`src/design/bdq_pkg.sv`:
```
// Shared types and constants for the bounded deque with positional access.
`timescale 1ns / 1ps

package bdq_pkg;

  localparam int unsigned BDQ_DEPTH = 64;
  localparam int unsigned DATA_W    = 32;
  localparam int unsigned OP_W      = 3;
  localparam int unsigned POS_W     = 6;
  localparam int unsigned STAT_W    = 2;
  localparam int unsigned OCC_W     = 7;

  typedef enum logic [OP_W-1:0] {
    OP_PUSH_BACK  = 3'd0,
    OP_PUSH_FRONT = 3'd1,
    OP_POP_BACK   = 3'd2,
    OP_POP_FRONT  = 3'd3,
    OP_READ       = 3'd4,
    OP_WRITE      = 3'd5
  } opcode_e;

  typedef enum logic [STAT_W-1:0] {
    ST_OK    = 2'd0,
    ST_FULL  = 2'd1,
    ST_EMPTY = 2'd2,
    ST_RANGE = 2'd3
  } status_e;

  // Per-transaction result fields that travel alongside the memory read.
  typedef struct packed {
    status_e          status;
    logic             rd_valid;
    logic [OCC_W-1:0] occupancy;
  } meta_t;

endpackage

```
`src/design/bdq_ram.sv`:
```
// Generic single-port RAM with registered, enable-held read data.
`timescale 1ns / 1ps

module bdq_ram #(
  parameter int unsigned WIDTH = 32,
  parameter int unsigned DEPTH = 64
) (
  input  logic                     clk_i,
  input  logic                     we_i,
  input  logic                     re_i,
  input  logic [$clog2(DEPTH)-1:0] addr_i,
  input  logic [WIDTH-1:0]         wdata_i,
  output logic [WIDTH-1:0]         rdata_o
);

  logic [WIDTH-1:0] mem_q [DEPTH];
  logic [WIDTH-1:0] rdata_q;

  always_ff @(posedge clk_i) begin
    if (we_i) begin
      mem_q[addr_i] <= wdata_i;
    end
    // hold read data until the next read
    if (re_i) begin
      rdata_q <= mem_q[addr_i];
    end
  end

  assign rdata_o = rdata_q;

endmodule

```
`src/design/bdq_ctrl.sv`:
```
// Front pointer, entry count, request decode and memory command generation.
`timescale 1ns / 1ps

module bdq_ctrl
  import bdq_pkg::*;
#(
  parameter int unsigned DEPTH = BDQ_DEPTH
) (
  input  logic                      clk_i,
  input  logic                      rst_ni,
  input  logic                      accept_i,
  input  logic [OP_W-1:0]           opcode_i,
  input  logic [DATA_W-1:0]         value_i,
  input  logic [POS_W-1:0]          position_i,
  output logic                      ram_we_o,
  output logic                      ram_re_o,
  output logic [$clog2(DEPTH)-1:0]  ram_addr_o,
  output logic [DATA_W-1:0]         ram_wdata_o,
  output meta_t                     meta_o
);

  localparam int unsigned AW = $clog2(DEPTH);
  localparam int unsigned CW = $clog2(DEPTH + 1);

  logic [AW-1:0]       front_q, front_d;
  logic [CW-1:0]       count_q, count_d;
  logic [AW-1:0]       front_inc, front_dec;
  logic [AW-1:0]       offset;
  logic [AW:0]         slot_sum;
  logic [AW-1:0]       slot_addr;
  logic [CW-1:0]       count_m1;
  logic [POS_W+AW-1:0] pos_ext;
  logic [POS_W+CW-1:0] pos_cmp, count_cmp;
  logic [CW+OCC_W-1:0] occ_ext;
  logic                full, empty, in_range;
  opcode_e             op;
  status_e             status;
  logic                ok;

  assign op        = opcode_e'(opcode_i);
  assign full      = (count_q == CW'(DEPTH));
  assign empty     = (count_q == '0);
  assign count_m1  = count_q - CW'(1);
  assign pos_ext   = {{AW{1'b0}}, position_i};
  assign pos_cmp   = {{CW{1'b0}}, position_i};
  assign count_cmp = {{POS_W{1'b0}}, count_q};
  assign in_range  = (pos_cmp < count_cmp);

  assign front_inc = (front_q == AW'(DEPTH - 1)) ? '0 : front_q + AW'(1);
  assign front_dec = (front_q == '0) ? AW'(DEPTH - 1) : front_q - AW'(1);

  // Offset from the front for the back-end and positional requests.
  always_comb begin
    case (op)
      OP_PUSH_BACK: offset = count_q[AW-1:0];
      OP_POP_BACK:  offset = count_m1[AW-1:0];
      default:      offset = pos_ext[AW-1:0];
    endcase
  end

  // Wrap front + offset into the ring; for every request carried out, both terms stay below DEPTH.
  assign slot_sum  = {1'b0, front_q} + {1'b0, offset};
  assign slot_addr = (slot_sum >= (AW+1)'(DEPTH)) ? AW'(slot_sum - (AW+1)'(DEPTH))
                                                  : slot_sum[AW-1:0];

  always_comb begin
    front_d    = front_q;
    count_d    = count_q;
    status     = ST_OK;
    ram_we_o   = 1'b0;
    ram_re_o   = 1'b0;
    ram_addr_o = slot_addr;
    case (op)
      OP_PUSH_BACK: begin
        if (full) begin
          status = ST_FULL;
        end else begin
          ram_we_o = accept_i;
          count_d  = count_q + CW'(1);
        end
      end
      OP_PUSH_FRONT: begin
        if (full) begin
          status = ST_FULL;
        end else begin
          ram_addr_o = front_dec;
          ram_we_o   = accept_i;
          front_d    = front_dec;
          count_d    = count_q + CW'(1);
        end
      end
      OP_POP_BACK: begin
        if (empty) begin
          status = ST_EMPTY;
        end else begin
          ram_re_o = accept_i;
          count_d  = count_m1;
        end
      end
      OP_POP_FRONT: begin
        if (empty) begin
          status = ST_EMPTY;
        end else begin
          ram_addr_o = front_q;
          ram_re_o   = accept_i;
          front_d    = front_inc;
          count_d    = count_m1;
        end
      end
      OP_READ: begin
        if (!in_range) begin
          status = ST_RANGE;
        end else begin
          ram_re_o = accept_i;
        end
      end
      OP_WRITE: begin
        if (!in_range) begin
          status = ST_RANGE;
        end else begin
          ram_we_o = accept_i;
        end
      end
      default: begin
        status = ST_OK;
      end
    endcase
  end

  assign ok      = (status == ST_OK);
  assign occ_ext = {{OCC_W{1'b0}}, count_d};

  assign ram_wdata_o      = value_i;
  assign meta_o.status    = status;
  assign meta_o.rd_valid  = ok && (op inside {OP_POP_BACK, OP_POP_FRONT, OP_READ});
  assign meta_o.occupancy = occ_ext[OCC_W-1:0];

  always_ff @(posedge clk_i or negedge rst_ni) begin
    if (!rst_ni) begin
      front_q <= '0;
      count_q <= '0;
    end else if (accept_i) begin
      front_q <= front_d;
      count_q <= count_d;
    end
  end

endmodule

```
`src/design/bounded_deque_with_index_top.sv`:
```
// Top level of the bounded deque with positional read and write.
`timescale 1ns / 1ps
//
// Usage
//   Request channel: in_valid_i / in_stall_o with opcode_i, value_i, position_i.
//   A transaction is taken at a rising edge with in_valid_i high, in_stall_o low.
//   Opcodes: push back, push front, pop back, pop front, read at position,
//   write at position (position counted from the front, zero based).
//   Result channel: out_valid_o / out_stall_i with status_o, read_value_o and
//   occupancy_o (entries held after the request). Exactly one result per request.
//   Each result passes the stage behind the memory, then the result register.
//   Throughput: one request per cycle unless stalled. Pointer and count update
//   at acceptance, so each request sees the one before it; the single memory
//   port is used at most once per request, either read or write, at acceptance.
//   Stall: the result register holds while out_stall_i is high; one more
//   request waits in the stage behind it, then in_stall_o rises until the
//   result register drains.
//   Reset: asynchronous, active low. Queue empty, front pointer zero, both
//   stages empty. Memory contents are not cleared; only written entries are
//   ever read back.
//   DEPTH may be any value from 2 to 4096; occupancy wraps modulo 128.

module bounded_deque_with_index_top
  import bdq_pkg::*;
#(
  parameter int unsigned DEPTH = BDQ_DEPTH
) (
  input  logic                     clk_i,
  input  logic                     rst_ni,
  input  logic                     in_valid_i,
  output logic                     in_stall_o,
  input  logic [OP_W-1:0]          opcode_i,
  input  logic signed [DATA_W-1:0] value_i,
  input  logic [POS_W-1:0]         position_i,
  output logic                     out_valid_o,
  input  logic                     out_stall_i,
  output logic [STAT_W-1:0]        status_o,
  output logic signed [DATA_W-1:0] read_value_o,
  output logic [OCC_W-1:0]         occupancy_o
);

  localparam int unsigned AW = $clog2(DEPTH);

  logic              accept;
  logic              ram_we, ram_re;
  logic [AW-1:0]     ram_addr;
  logic [DATA_W-1:0] ram_wdata, ram_rdata;
  meta_t             meta;

  // Stage behind the memory read: metadata waits for the read data.
  logic              s2_valid_q, s2_valid_d;
  meta_t             s2_meta_q;

  // Result register.
  logic              out_valid_q, out_valid_d;
  logic              out_load;
  logic [STAT_W-1:0] status_q;
  logic [DATA_W-1:0] read_value_q;
  logic [OCC_W-1:0]  occupancy_q;

  // Advance the pending result when the result register is empty or draining.
  assign out_load   = s2_valid_q && (!out_valid_q || !out_stall_i);
  // Refuse a new request only while the stage behind the memory is stuck;
  // the memory read data is held because no new read is issued then.
  assign in_stall_o = s2_valid_q && !out_load;
  assign accept     = in_valid_i && !in_stall_o;

  bdq_ctrl #(
    .DEPTH (DEPTH)
  ) u_ctrl (
    .clk_i       (clk_i),
    .rst_ni      (rst_ni),
    .accept_i    (accept),
    .opcode_i    (opcode_i),
    .value_i     (value_i),
    .position_i  (position_i),
    .ram_we_o    (ram_we),
    .ram_re_o    (ram_re),
    .ram_addr_o  (ram_addr),
    .ram_wdata_o (ram_wdata),
    .meta_o      (meta)
  );

  bdq_ram #(
    .WIDTH (DATA_W),
    .DEPTH (DEPTH)
  ) u_ram (
    .clk_i   (clk_i),
    .we_i    (ram_we),
    .re_i    (ram_re),
    .addr_i  (ram_addr),
    .wdata_i (ram_wdata),
    .rdata_o (ram_rdata)
  );

  always_comb begin
    s2_valid_d = s2_valid_q;
    if (accept) begin
      s2_valid_d = 1'b1;
    end else if (out_load) begin
      s2_valid_d = 1'b0;
    end
    out_valid_d = out_load || (out_valid_q && out_stall_i);
  end

  always_ff @(posedge clk_i or negedge rst_ni) begin
    if (!rst_ni) begin
      s2_valid_q  <= 1'b0;
      out_valid_q <= 1'b0;
    end else begin
      s2_valid_q  <= s2_valid_d;
      out_valid_q <= out_valid_d;
    end
  end

  // Payload registers: capture metadata at acceptance, result at load.
  always_ff @(posedge clk_i) begin
    if (accept) begin
      s2_meta_q <= meta;
    end
    if (out_load) begin
      status_q     <= s2_meta_q.status;
      read_value_q <= s2_meta_q.rd_valid ? ram_rdata : '0;
      occupancy_q  <= s2_meta_q.occupancy;
    end
  end

  assign out_valid_o  = out_valid_q;
  assign status_o     = status_q;
  assign read_value_o = $signed(read_value_q);
  assign occupancy_o  = occupancy_q;

endmodule

```
`config.mk`:
```
export PLATFORM = sky130hd
export DESIGN_NAME = bounded_deque_with_index_top
export DESIGN_NICKNAME = d
export VERILOG_FILES = /design/src/design/bdq_pkg.sv /design/src/design/bdq_ram.sv /design/src/design/bdq_ctrl.sv /design/src/design/bounded_deque_with_index_top.sv
export SDC_FILE = /design/constraint.sdc
export NUM_CORES = 2
export LEC_CHECK = 0
export BUFFER_PORTS_ARGS = -buffer_cell sky130_fd_sc_hd__clkbuf_2
export CAP_MARGIN = 10
export CORE_ASPECT_RATIO = 1.75
export CORE_MARGIN = 2
export CORE_UTILIZATION = 25
export DETAILED_ROUTE_END_ITERATION = 16
export GPL_TIMING_DRIVEN = 1
export SLEW_MARGIN = 20
export SYNTH_ARGS = -nofsm -noshare
export SYNTH_HDL_FRONTEND = slang
export SYNTH_HIERARCHICAL = 1
export SYNTH_SLANG_ARGS = --single-unit
```
`constraint.sdc`:
```
create_clock -name clk_i -period 5.5 [get_ports clk_i]
set_clock_uncertainty 0.1 [all_clocks]
set_input_delay 0.275 -clock clk_i [delete_from_list [all_inputs] [get_ports clk_i]]
set_output_delay 0.275 -clock clk_i [all_outputs]
set_load 0.05 [all_outputs]
```
==> key figures <==
Global routing
  – Pin count of the biggest net entering global routing: 77
  – Global-route wire length before repair: 343.5 mm
  – Total global routing overflow: 0
  – Vias in the first global route: 47250
  – Total Routing Usage GR: 0.1387
  – Initial antenna violation count: 23

Drt
  – Vias per cell: ~4.9
  – DR WL/cell: between 20 and 30 um
  – Drt pass-1 iters: 8
  – Final ANT Viol Nets: 0
  – DR vias: 45900
  – Initial detailed-routing violation count: approximately 4400
  – # DRC: 0
  – Final wirelength: around 240 mm

Power and ir drop
  – Leak: between 30 and 40 nW
  – PD cells: ~580 nW/um^2
  – Internal: between 30 and 40 mW
  – Total Power: 56.61 mW
  – Sequential power share: 0.338
  – Sw frac: 0.3822
  – Gate power share: 0.444
  – Worst vdd ir: 0.3822 mV
  – P_sw: around 22 mW
  – Clock power share: 0.218

Setup path
  – CP arrival: between 5 and 6 ns
  – Crit path max fanout: 16
  – CP max stage delay: 0.97 ns
  – Crit Path Class: flip-flop to flip-flop
  – CP bufs+invs: 2
  – Critical path's most frequent cell: a21oi_1
  – CP top delay family: compound AO/OA/AOI/OAI gates
  – FF-to-FF Start: u_ctrl/count_q[0]
  – CP required: ~5.9 ns
  – CP startpoint kind: flip-flop
  – Worst R2R Path Depth: 15
  – Worst r2r dst: u_ram/rdata_o[14]
  – R2r setup slk: between 0.06 and 0.07 ns
  – CP cell instances: inv_1 > ha_1 > a21oi_1 > mux2_2 > ha_1 > a21o_1 > a21oi_1 > o21bai_1 > a21oi_1 > xnor2_1 > o21ai_2 > buf_4 > and3b_1 > a22oi_1 > nand3_1
  – CP max stage cell: a22oi_1
  – Worst Setup End Kind: flip-flop

Placement
  – Final HPWL DP: roughly 150 mm
  – PortBufs: between 80 and 90
  – Routability cong.: between 0.8 and 0.9

Die
  – Die Footprint: about 340000 um^2
  – Initial Util: 0.2506
  – Die height: about 770 um
  – Rows: 280
  – Die X: roughly 440 um
  – Num ports: 88
  – Core Region: roughly 330000 um^2

Timing
  – Final min period: around 5.4 ns
  – Slew @ Worst Pin: around 1.1 ns
  – Setup TNS: 0 ns
  – Final slew viol count: 0
  – Fmax: approximately 180 MHz
  – Setup violations, final: 0
  – Unrepaired setup endpoints after global routing: false
  – Final Cycle Share: 0.9875
  – Final hold violations: 0
  – Relative slew slack: 0.2339

Clocking
  – H-tree levels: 4
  – Clock Sinks: 2146
  – Worst-Skew Late Latency: about 0.83 ns
  – Cts bufs inserted: around 170
  – CTS Root Cell: clkbuf_16
  – Clk pin slew, worst setup/hold paths: 0.07 ns
  – TritonCTS clock tree: yes
  – CTS Buffer Depth: 4

Hold path
  – Worst Hold Endpoint: u_ram/mem_q[24][12]
  – Hold Path Origin: value_i[12]
  – Worst Hold Class: input port to flip-flop
  – Hold path cells: 2

Logic synthesis
  – Seq/Total Area, Yosys: 0.7741
  – Cells after Synth: 4614
  – Commonest cells in the netlist: 2131 x edfxtp_1, 261 x mux2i_1, 191 x a22oi_1
  – Warnings from Yosys: 6
  – Area share of the largest cell type after synthesis: 0.7696
  – Netlist cell types: 73
  – Async S/R FF share, synth: 0.006990
  – Area contributors post-synth: edfxtp_1 77%, mux2i_1 3.1%, mux4_2 2.6%, mux2_2 2.0%, a221oi_1 1.8%
  – EDFF count, synth: 2131
  – Avg Inst Size Synth: around 18 um^2
  – Most frequent cell after synthesis: edfxtp_1
  – Synth Net Count: around 4700
  – Synthesized area: just over 80000 um^2
  – Ys flop type: edfxtp_1
  – Synthesized flop and latch total: 2146
  – Leading area contributor after synthesis: edfxtp_1

Final layout
  – Final nets: between 4000 and 5000
  – Fill cells: around 32000
  – Synthesis-to-layout area growth: 16.97%
  – Share of cells above drive strength 1: 0.2111

Flow run
  – Max_cap viols: 0

Outcome
  – Status: finished, final reports clean
==> worst register-to-register path, delay by kind of cell, from the launching register on <==
family / cells / cell delay, ns
AND/OR/NAND/NOR: 2 / 0.78
AO/OA/AOI/OAI: 7 / 2.32
multiplexers: 1 / 0.30
buffers and inverters: 2 / 0.46
flip-flops: 1 / 0.45
XOR/XNOR: 1 / 0.11
adder cells (fa/ha/maj): 2 / 0.63
==> state kept, by name (all words and copies together), names as in the netlist <==
signal	count
occupancy_o	7
out_valid_o	1
read_value_o	32
s2_meta_q	10
s2_valid_q	1
status_o	2
u_ctrl/count_q	7
u_ctrl/front_q	6
u_ram/mem_q	2048
u_ram/rdata_o	32
==> stage by stage <==
step | utilization | area (um^2) | worst slack (ns) | cells | hold WS [ns]
after detailed placement | 0.2764 | 91700 | 0.04606 | 9085 | 0.2377
after floorplan | - | 83150 | 0.1330 | 4614 | -0.1206
after CTS | 0.2931 | 97230 | 0.04857 | 9396 | 0.001397
final | 0.2932 | 97260 | 0.06890 | 9403 | 0.01667
after global routing | 0.2931 | 97250 | 0.008809 | 9397 | 0.03902
after global placement | 0.2764 | 91700 | -0.2727 | 9085 | 0.2244
==> area by class of cell <==
| class | instances | area (um^2) | share of cell area |
|---|---|---|---|
| diodes | 7 | 17.52 | 0.0001801 |
| clock buffers | 212 | 4539 | 0.04667 |
| clock inverters | 89 | 875.8 | 0.009005 |
| inverters | 18 | 75.07 | 0.0007719 |
| multi-input cells | 2103 | 17750 | 0.1825 |
| flip-flops and latches | 2146 | 64370 | 0.6618 |
| well taps | 4371 | 5469 | 0.05623 |
| repair buffers | 457 | 4165 | 0.04283 |
==> cell usage in the layout, fill, tap and decap left out, types with 43 or more instances in the layout <==
master,instances
edfxtp_1,2131
buf_4,286
mux2i_1,260
a22oi_1,191
clkbuf_16,176
a221oi_1,175
mux2_2,149
a21oi_1,138
o21ai_0,109
nor2_1,102
o22ai_1,96
mux4_2,96
and3_1,90
clkbuf_2,87
buf_12,74
o22a_1,70
nor2_4,67
nand3_1,66
a22o_1,66
a31oi_1,50
nand2_1,43
==> metal layers <==
| metal | vias to the layer above | part of all wire | routed length, um | GRT usage |
|---|---|---|---|---|
| li1 | 19470 | - | - | - |
| met1 | 23960 | 0.34 | 82240 | 0.1443 |
| met2 | 1905 | 0.55 | 132800 | 0.2663 |
| met3 | 551 | 0.051 | 12220 | 0.01589 |
| met4 | 16 | 0.060 | 14480 | 0.07640 |
| met5 | - | 0.00047 | 114 | 0 |
==> cells by family after synthesis <==
family                   count (synthesis)  synth area share
AO/OA/AOI/OAI                         1021           0.08897
XOR/XNOR                                15          0.001580
adder cells (fa/ha/maj)                 16          0.002498
buffers and inverters                  365           0.02046
flip-flops                            2146            0.7741
multiplexers                           506           0.07760
AND/OR/NAND/NOR                        545           0.03479
==> power by group through the flow <==
stage / clock, mW / combinational [mW] / sequential, mW
after floorplan: 0 / 14.2 / 19.4
after global placement: 0 / 24.8 / 19.5
after detailed placement: 0 / 25.0 / 19.5
after CTS: 12.6 / 25.0 / 19.1
after global routing: 13.1 / 26.3 / 19.2
final: 12.4 / 25.1 / 19.1
==> worst max path at each step <==
stage	end	startpoint	depth (start not counted)	slack [ns]
after floorplan	u_ram/mem_q[12][0]	opcode_i[1]	17	0.13
after global placement	u_ram/rdata_o[4]	u_ctrl/count_q[1]	16	-0.27
after detailed placement	u_ram/rdata_o[4]	u_ctrl/count_q[0]	16	0.05
after CTS	u_ram/rdata_o[4]	u_ctrl/count_q[0]	16	0.05
after global routing	u_ram/rdata_o[19]	u_ctrl/count_q[0]	15	0.009
final	u_ram/rdata_o[14]	u_ctrl/count_q[0]	15	0.07
==> timing repair <==
| action | 4_1_cts | 5_1_grt |
|---|---|---|
| setup buffers | 0 | 0 |
| gates resized for setup | 0 | 6 |
| endpoints found under the hold margin | 67 | 0 |
| setup endpoints to repair | 0 | 5 |
| hold buffers | 10 | 0 |
Power figures use the tool's default switching activity.
